**src/rtl/core/hilt_pkg.sv**
```systemverilog
`timescale 1ns / 1ps
`default_nettype none

package hilt_pkg;

  // configuration register indexes
  localparam logic [3:0] CFG_IMAGE_WIDTH  = 4'd0;
  localparam logic [3:0] CFG_IMAGE_HEIGHT = 4'd1;

  // removal limits on the black neighbor count
  localparam logic [3:0] MIN_BLACK = 4'd2;
  localparam logic [3:0] MAX_BLACK = 4'd6;
  localparam logic [3:0] ONE_TRANSITION = 4'd1;

  // neighbor ring, counter-clockwise from the top
  localparam int RING_DY [8] = '{-1, -1, 0, 1, 1, 1, 0, -1};
  localparam int RING_DX [8] = '{0, -1, -1, -1, 0, 1, 1, 1};

  typedef struct packed {
    logic centre;
    logic removed;
  } hilt_eval_t;

endpackage

`default_nettype wire

```
**src/rtl/core/hilditch_thinning_pass.sv**
```systemverilog
// channel  dir  handshake                   payload
// s        in   s_tvalid / s_tready         s_tdata: pixel_in; s_tuser: flush
// m        out  m_tvalid / m_tready         m_tdata: pixel_out, frame_changed;
//                                           m_tlast: frame_last
// cfg      in   cfg_valid / cfg_ready       cfg_index, cfg_data
//
// one pixel per cycle sustained while the output is not stalled; a result passes
// through the window stage and then the result register before it is shown
// results lag the pixel stream by width+1 positions; send width+1 flush requests
// after each frame
// a stalled output holds one result and one more in the window stage
// rst clears position and window; the line store keeps its contents
`timescale 1ns / 1ps
`default_nettype none

module hilditch_thinning_pass #(
  parameter int MAX_WIDTH = 1024
) (
  input  wire logic        clk,
  input  wire logic        rst,
  input  wire logic        s_tvalid,
  output logic             s_tready,
  input  wire logic [7:0]  s_tdata,   // [0] pixel_in
  input  wire logic [0:0]  s_tuser,   // [0] flush
  output logic             m_tvalid,
  input  wire logic        m_tready,
  output logic [7:0]       m_tdata,   // [0] pixel_out, [1] frame_changed
  output logic             m_tlast,
  input  wire logic        cfg_valid,
  output logic             cfg_ready,
  input  wire logic [3:0]  cfg_index,
  input  wire logic [11:0] cfg_data
);

  localparam int CW = $clog2(MAX_WIDTH);
  localparam int WW = $clog2(MAX_WIDTH + 1);
  localparam int RESET_WIDTH = (MAX_WIDTH < 1024) ? MAX_WIDTH : 1024;

  // clamped configuration
  logic [WW-1:0] width;
  logic [11:0]   height;

  // input position
  logic [CW-1:0] col;
  logic [12:0]   row;

  // line store
  logic [2:0]    mem [MAX_WIDTH];
  logic [2:0]    rd_data;
  logic          fwd_hit;
  logic [2:0]    fwd_data;
  logic [CW-1:0] rd_addr;

  logic [15:0]   window;

  // window stage
  logic          s1_valid;
  logic [11:0]   s1_cy;
  logic [CW-1:0] s1_cx;
  logic          s1_last;
  logic          removed_any;

  logic          out_valid;
  logic          out_pixel;
  logic          out_last;
  logic          out_changed;

  logic          s_acc;
  logic          cfg_we;
  logic          cfg_hit;
  logic          s1_adv;
  logic          pixel;
  logic [2:0]    old;
  logic [3:0]    newcol;
  logic [CW:0]   col_inc;
  logic          wrap;
  logic [CW-1:0] col_next;
  logic [12:0]   row_next;
  logic          has_out;
  logic [11:0]   cy;
  logic [CW-1:0] cx;
  logic          last0;
  logic [31:0]   cfg_w_ext;
  logic [WW-1:0] width_new;
  logic [11:0]   height_new;
  logic [3:0]    row_ok;
  logic [3:0]    col_ok;
  logic [15:0]   grid;
  hilt_pkg::hilt_eval_t ev;
  logic          changed_now;

  assign cfg_ready = 1'b1;
  assign cfg_we    = cfg_valid && cfg_ready;
  assign cfg_hit   = cfg_we && (cfg_index == hilt_pkg::CFG_IMAGE_WIDTH
                                || cfg_index == hilt_pkg::CFG_IMAGE_HEIGHT);
  assign s1_adv    = s1_valid && (!out_valid || m_tready);
  assign s_tready  = !s1_valid || s1_adv;
  assign s_acc     = s_tvalid && s_tready;

  assign cfg_w_ext  = {21'd0, cfg_data[10:0]};
  assign width_new  = (cfg_w_ext == 32'd0) ? WW'(1) :
                      (cfg_w_ext > 32'(MAX_WIDTH)) ? WW'(MAX_WIDTH) : WW'(cfg_w_ext);
  assign height_new = (cfg_data == 12'd0) ? 12'd1 : cfg_data;

  assign pixel  = s_tuser[0] ? 1'b0 : s_tdata[0];
  assign old    = fwd_hit ? fwd_data : rd_data;
  assign newcol = {pixel, old[0], old[1], old[2]};

  assign col_inc = {1'b0, col} + 1'b1;
  assign wrap    = ({{(32 - CW - 1){1'b0}}, col_inc} >= {{(32 - WW){1'b0}}, width});

  always_comb begin
    if (col != '0) begin
      has_out = (row != 13'd0);
      cy      = 12'(row - 13'd1);
      cx      = col - 1'b1;
    end else begin
      has_out = (row >= 13'd2);
      cy      = 12'(row - 13'd2);
      cx      = CW'(width - 1'b1);
    end
    last0 = has_out && (cy == height - 12'd1)
            && ({{(32 - CW){1'b0}}, cx} == {{(32 - WW){1'b0}}, width} - 32'd1);
    if (cfg_hit || (s_acc && last0)) begin
      col_next = '0;
      row_next = 13'd0;
    end else if (s_acc) begin
      col_next = wrap ? '0 : col_inc[CW-1:0];
      row_next = wrap ? row + 13'd1 : row;
    end else begin
      col_next = col;
      row_next = row;
    end
    rd_addr = col_next;
  end

  always_ff @(posedge clk) begin
    if (s_acc) begin
      mem[col] <= {old[1:0], pixel};
    end
    rd_data  <= mem[rd_addr];
    fwd_data <= {old[1:0], pixel};
  end

  // window masking for positions outside the frame
  always_comb begin
    row_ok[0] = (s1_cy >= 12'd2);
    row_ok[1] = (s1_cy != 12'd0);
    row_ok[2] = 1'b1;
    row_ok[3] = (({1'b0, s1_cy} + 13'd1) < {1'b0, height});
    col_ok[0] = ({{(32 - CW){1'b0}}, s1_cx} >= 32'd2);
    col_ok[1] = (s1_cx != '0);
    col_ok[2] = 1'b1;
    col_ok[3] = (({{(32 - CW){1'b0}}, s1_cx} + 32'd1) < {{(32 - WW){1'b0}}, width});
    for (int dyi = 0; dyi < 4; dyi++) begin
      for (int dxi = 0; dxi < 4; dxi++) begin
        grid[dyi * 4 + dxi] = window[(3 - dxi) * 4 + dyi] & row_ok[dyi] & col_ok[dxi];
      end
    end
  end

  hilt_eval u_eval (
    .grid (grid),
    .res  (ev)
  );

  assign changed_now = removed_any || ev.removed;

  always_ff @(posedge clk) begin
    if (rst) begin
      width       <= WW'(RESET_WIDTH);
      height      <= 12'd1024;
      col         <= '0;
      row         <= 13'd0;
      fwd_hit     <= 1'b0;
      window      <= 16'd0;
      s1_valid    <= 1'b0;
      removed_any <= 1'b0;
      out_valid   <= 1'b0;
    end else begin
      if (cfg_we && (cfg_index == hilt_pkg::CFG_IMAGE_WIDTH)) begin
        width <= width_new;
      end
      if (cfg_we && (cfg_index == hilt_pkg::CFG_IMAGE_HEIGHT)) begin
        height <= height_new;
      end
      if (cfg_hit) begin
        col         <= '0;
        row         <= 13'd0;
        removed_any <= 1'b0;
      end else begin
        col <= col_next;
        row <= row_next;
        if (s1_adv) begin
          removed_any <= s1_last ? 1'b0 : changed_now;
        end
      end
      fwd_hit <= s_acc && (col == rd_addr);
      if (s_acc) begin
        window   <= {window[11:0], newcol};
        s1_valid <= has_out;
      end else if (s1_adv) begin
        s1_valid <= 1'b0;
      end
      if (s1_adv) begin
        out_valid <= 1'b1;
      end else if (m_tready) begin
        out_valid <= 1'b0;
      end
    end
  end

  always_ff @(posedge clk) begin
    if (s_acc) begin
      s1_cy   <= cy;
      s1_cx   <= cx;
      s1_last <= last0;
    end
    if (s1_adv) begin
      out_pixel   <= ev.removed ? 1'b0 : ev.centre;
      out_last    <= s1_last;
      out_changed <= changed_now;
    end
  end

  assign m_tvalid = out_valid;
  assign m_tdata  = {6'd0, out_changed, out_pixel};
  assign m_tlast  = out_last;

endmodule

`default_nettype wire

```
**src/rtl/core/hilt_eval.sv**
```systemverilog
`timescale 1ns / 1ps
`default_nettype none

module hilt_eval (
  input  wire logic [15:0]       grid,
  output hilt_pkg::hilt_eval_t   res
);

  // grid bit (dy + 2) * 4 + (dx + 2), dy and dx in -2..1
  function automatic logic pix(input logic [15:0] g, input int dy, input int dx);
    int idx;
    idx = (dy + 2) * 4 + (dx + 2);
    return g[idx];
  endfunction

  function automatic logic [3:0] transitions(input logic [15:0] g, input int oy,
                                             input int ox);
    logic [3:0] n;
    logic a;
    logic b;
    int j;
    n = 4'd0;
    for (int i = 0; i < 8; i++) begin
      j = (i + 1) % 8;
      a = pix(g, oy + hilt_pkg::RING_DY[i], ox + hilt_pkg::RING_DX[i]);
      b = pix(g, oy + hilt_pkg::RING_DY[j], ox + hilt_pkg::RING_DX[j]);
      n = n + {3'd0, (!a && b)};
    end
    return n;
  endfunction

  logic [3:0] black;
  logic [3:0] t_c;
  logic [3:0] t_up;
  logic [3:0] t_left;
  logic p2, p4, p6, p8;
  logic side_up;
  logic side_left;

  always_comb begin
    black = 4'd0;
    for (int i = 0; i < 8; i++) begin
      black = black + {3'd0, pix(grid, hilt_pkg::RING_DY[i], hilt_pkg::RING_DX[i])};
    end
  end

  assign t_c    = transitions(grid, 0, 0);
  assign t_up   = transitions(grid, -1, 0);
  assign t_left = transitions(grid, 0, -1);

  assign p2 = pix(grid, -1, 0);
  assign p4 = pix(grid, 0, -1);
  assign p6 = pix(grid, 1, 0);
  assign p8 = pix(grid, 0, 1);

  assign side_up   = !(p2 && p4 && p8) || (t_up != hilt_pkg::ONE_TRANSITION);
  assign side_left = !(p2 && p4 && p6) || (t_left != hilt_pkg::ONE_TRANSITION);

  assign res.centre  = pix(grid, 0, 0);
  assign res.removed = res.centre && (black >= hilt_pkg::MIN_BLACK)
                       && (black <= hilt_pkg::MAX_BLACK)
                       && (t_c == hilt_pkg::ONE_TRANSITION) && side_up && side_left;

endmodule

`default_nettype wire

```
**config.mk**
```make
export PLATFORM = sky130hd
export DESIGN_NAME = hilditch_thinning_pass
export DESIGN_NICKNAME = d
export VERILOG_FILES = /design/src/rtl/core/hilt_pkg.sv /design/src/rtl/core/hilditch_thinning_pass.sv /design/src/rtl/core/hilt_eval.sv
export SDC_FILE = /design/constraint.sdc
export NUM_CORES = 2
export LEC_CHECK = 0
export ABC_AREA = 1
export BUFFER_PORTS_ARGS = -buffer_cell sky130_fd_sc_hd__buf_2
export CORE_ASPECT_RATIO = 1.5
export CORE_MARGIN = 2
export CORE_UTILIZATION = 30
export DETAILED_ROUTE_END_ITERATION = 10
export PLACE_DENSITY = 0.41
export SLEW_MARGIN = 20
export SYNTH_ARGS = -nofsm -noshare
export SYNTH_HDL_FRONTEND = slang
export SYNTH_SLANG_ARGS = --single-unit
```
**constraint.sdc**
```tcl
create_clock -name clk -period 109.1 [get_ports clk]
set_input_delay 27.275 -clock clk [delete_from_list [all_inputs] [get_ports clk]]
set_output_delay 27.275 -clock clk [all_outputs]
set_load 0.02 [all_outputs]
```
==> summary.md <==
| Metric | Value |
|---|---|
| Io pins | 42 |
| GRT Util Overall | 20.3% |
| CTS H-Tree Depth | 5 |
| Via/cell ratio | just under 5 |
| Post-synth EDFFs | 3098 |
| Synth warn | 0 |
| R2R Setup Slk | 97.95 ns |
| Clk_lat worst skew | between 0.9 and 1 ns |
| CP arrival | 27.80 ns |
| CTS Hold Buffers Added | 0 |
| Largest net degree at the start of global routing | ~170 |
| Ys async rst share | 0% |
| Power Density | about 18 nW/µm² |
| Antenna Violating Nets Remaining | 0 |
| Top cells by area, synth | edfxtp_1 (63%), nand3_1 (9.4%), inv_1 (6.6%) |
| Xor-xnor portion of the synthesized cell area | 0.284% |
| Row count | 315 |
| Mux contribution to synthesized area | less than 1% |
| Final instance area | 164000 µm² |
| Distinct cells, synth | 53 |
| Worst min path class | reg -> reg |
| Area delta synth->final | 10.9% |
| Fin crit share | 50.5% |
| RSZ-0062 raised after global routing | false |
| Placer congestion estimate | 0.792 |
| Residual DRC | 0 |
| Clk_skew | 0.0474 ns |
| Clock Sinks | 3169 |
| Die ar. | 498000 µm² |
| Syn_area_per_cell | slightly below 10 µm² |
| Clock tree root buffer cell | clkbuf_16 |
| Seq/Total Area, Yosys | 63.9% |
| Port bufs | 27 |
| Max-Slew Margin vs Limit | 13.3% |
| NumNets Final | 14600 |
| Number of max-cap violations | 0 |
| Largest family of logic cells by synthesized area | simple AND/OR/NAND/NOR gates |
| Peak Freq | 18.2 MHz |
| Dpl hpwl | 287000 µm |
| Min Tclk post-route | ~55 ns |
| Share of layout cells above drive strength 1 | between 6 and 7% |
| Via count | 103000 |
| WL final | 515000 µm |
| Synth top area share | 63.0% |
| CTS tree | built |
| Final hold viol count | 0 |
| Maximum root-to-sink buffer count | 4 |
| CP endpoint kind | output port |
| First-pass GRT wire length | approximately 740000 µm |
| Clock buffer count from CTS | around 330 |
| DR pass1 iterations | 6 |
| Vias in the first global route | around 100k |
| Post-Synth Adder-Cell Area | less than 1% |
| Synthesized cell area | between 100000 and 150000 µm² |
| Critical Path Fanout Max | 3 |
| Slew @ Worst Pin | ~1.3 ns |
| Top_reg_cell synth | edfxtp_1 |
| CTS clk-pin slew, worst paths | 0.06 ns |
| GR Overflow Total | 0 |
| Slew Viols, Final | 0 |
| Worst setup path class | in -> out |
| Starting DRT DRC Count | 7359 |
| Synth Area in Simple Gates | 23.2% |
| Status | complete, no violations |
| Setup Fix Bufs, Post-CTS | 0 |
| Placed cell area | 153000 µm² |
| #FFs+latches synth | 3169 |
| Width of the die | 577 µm |
| Leak | 64.8 nW |
| WL/cell | 24.3 µm |
| Compound-gate portion of the synthesized area | 1.73% |
| Post-CTS Resized | 0 |
| Final setup violation count | 0 |
| Setup TNS | 0 ns |
| Synth area leader | edfxtp_1 |
| Initial Util | between 30 and 40% |
| Core Box Area | roughly 500000 µm² |
| CP Launch Type | input port |
| Initial antenna violation count | 33 |
| Die Ht | 864 µm |
| Mapped Cells | 14900 |
| CP required | 81.83 ns |
| Peak VDD IR | around 12 µV |
## power by group
group / internal [W] / switching [W]
combinational: 0.0000751 / 0.000269
sequential: 0.00140 / 0.00000189
clock: 0.000634 / 0.000491
## kinds of logic (layout without fill, tap and decap cells)
family                   after synthesis  after routing
AND/OR/NAND/NOR                     7559           7559
buffers and inverters               3662           3440
flip-flops                          3169           3169
AO/OA/AOI/OAI                        386            386
adder cells (fa/ha/maj)               79             79
XOR/XNOR                              48             48
other                                  2             18
multiplexers                           2              2
## sequential cells by signal, indices dropped and copies added, names as in the netlist, 3 cells and up
register,flops
col,10
fwd_data,3
height,12
mem,3072
rd_data,3
row,13
s1_cx,10
s1_cy,12
width,11
window,15
## path summary, 6_finish.rpt
check,start,end,depth (start not counted)
setup / recovery,m_tready,s_tready,4
hold / removal,window[15],window[15],2
setup reg to reg,col[0],rd_data[1],32
hold reg to reg,window[15],window[15],2
## per-stage QoR
step / power, W / hold WS [ns] / setup slack (ns) / cells / util [%]
floorplan: 0.00168 / 0.426 / 53.01 / 14900 / -
global placement: 0.00178 / 0.472 / 53.99 / 20600 / 31.3
detailed placement: 0.00178 / 0.478 / 53.98 / 20600 / 31.3
CTS: 0.00291 / 0.490 / 53.98 / 21200 / 33.4
global route: 0.00297 / 0.523 / 53.97 / 21200 / 33.4
finish: 0.00287 / 0.494 / 54.03 / 21200 / 33.4
## critical path, stage by stage
cell and delay [ns]:
buf_2 0.10, inv_1 0.06, nand3_1 0.16, buf_2 0.21
## cell usage in the layout (no fill, tap or decap), types with 8 or more instances in the layout
master     instances
xor2_1            39
diode_2           10
nor4_1            10
clkinv_1          78
or2_2            119
a21oi_1           54
nor2_1          1259
dfxtp_1           71
clkbuf_1          60
inv_1           2581
o21ai_0           73
clkinv_2          55
clkbuf_16        335
nand2_1         2543
buf_4            213
bufinv_16         30
nand3_1         2758
edfxtp_1        3098
nand3_4           14
nand2_2            8
buf_12            27
inv_6              9
conb_1             8
nand2_4           22
o21ai_1           15
fa_1              16
buf_2             27
o211ai_1         200
nand4_1          764
ha_1              63
xnor2_1            9
a211oi_1          11
nor3_1            26
nor2_4            11
## per-layer routing
layer  wire, µm  vias to the layer above  part of all wire [%]  track usage, %
met5          0                        -                     0               0
met4      17400                        0                   3.4            6.62
met3      19400                      674                   3.8            2.03
met2     270000                     2082                    53            37.9
met1     208000                    51500                    40            24.0
li1           -                    48900                     -               -
## layout make-up
type	instances	area, µm²
fill	50400	327000
sequential	3169	94500
multi-input combinational	8082	38900
inverter	2595	9770
clock buffer	397	8640
tap	6498	8130
timing repair buffer	267	2270
clock inverter	181	1670
antenna	10	25.0
## cell usage after synthesis (3+ instances only)
master        n
a2111oi_0     4
a211oi_1     11
a21oi_1      54
a21oi_2       3
a221oi_1      3
a22oi_1       7
buf_1       123
buf_2       258
buf_4        68
buf_6        77
clkbuf_1    538
clkinv_1      7
dfxtp_1      71
edfxtp_1   3098
fa_1         16
ha_1         63
inv_1      2581
inv_2         7
nand2_1    2570
nand2_2       3
nand3_1    2773
nand3b_1      7
nand4_1     764
nor2_1     1264
nor2_2        6
nor2_4        3
nor3_1       27
nor3b_1       4
nor4_1       10
o211ai_1    200
o21a_1        4
o21ai_0      73
o21ai_1      16
o22ai_1       4
or2_2       119
xnor2_1       9
xor2_1       39
(Power assumes the default switching activity.)
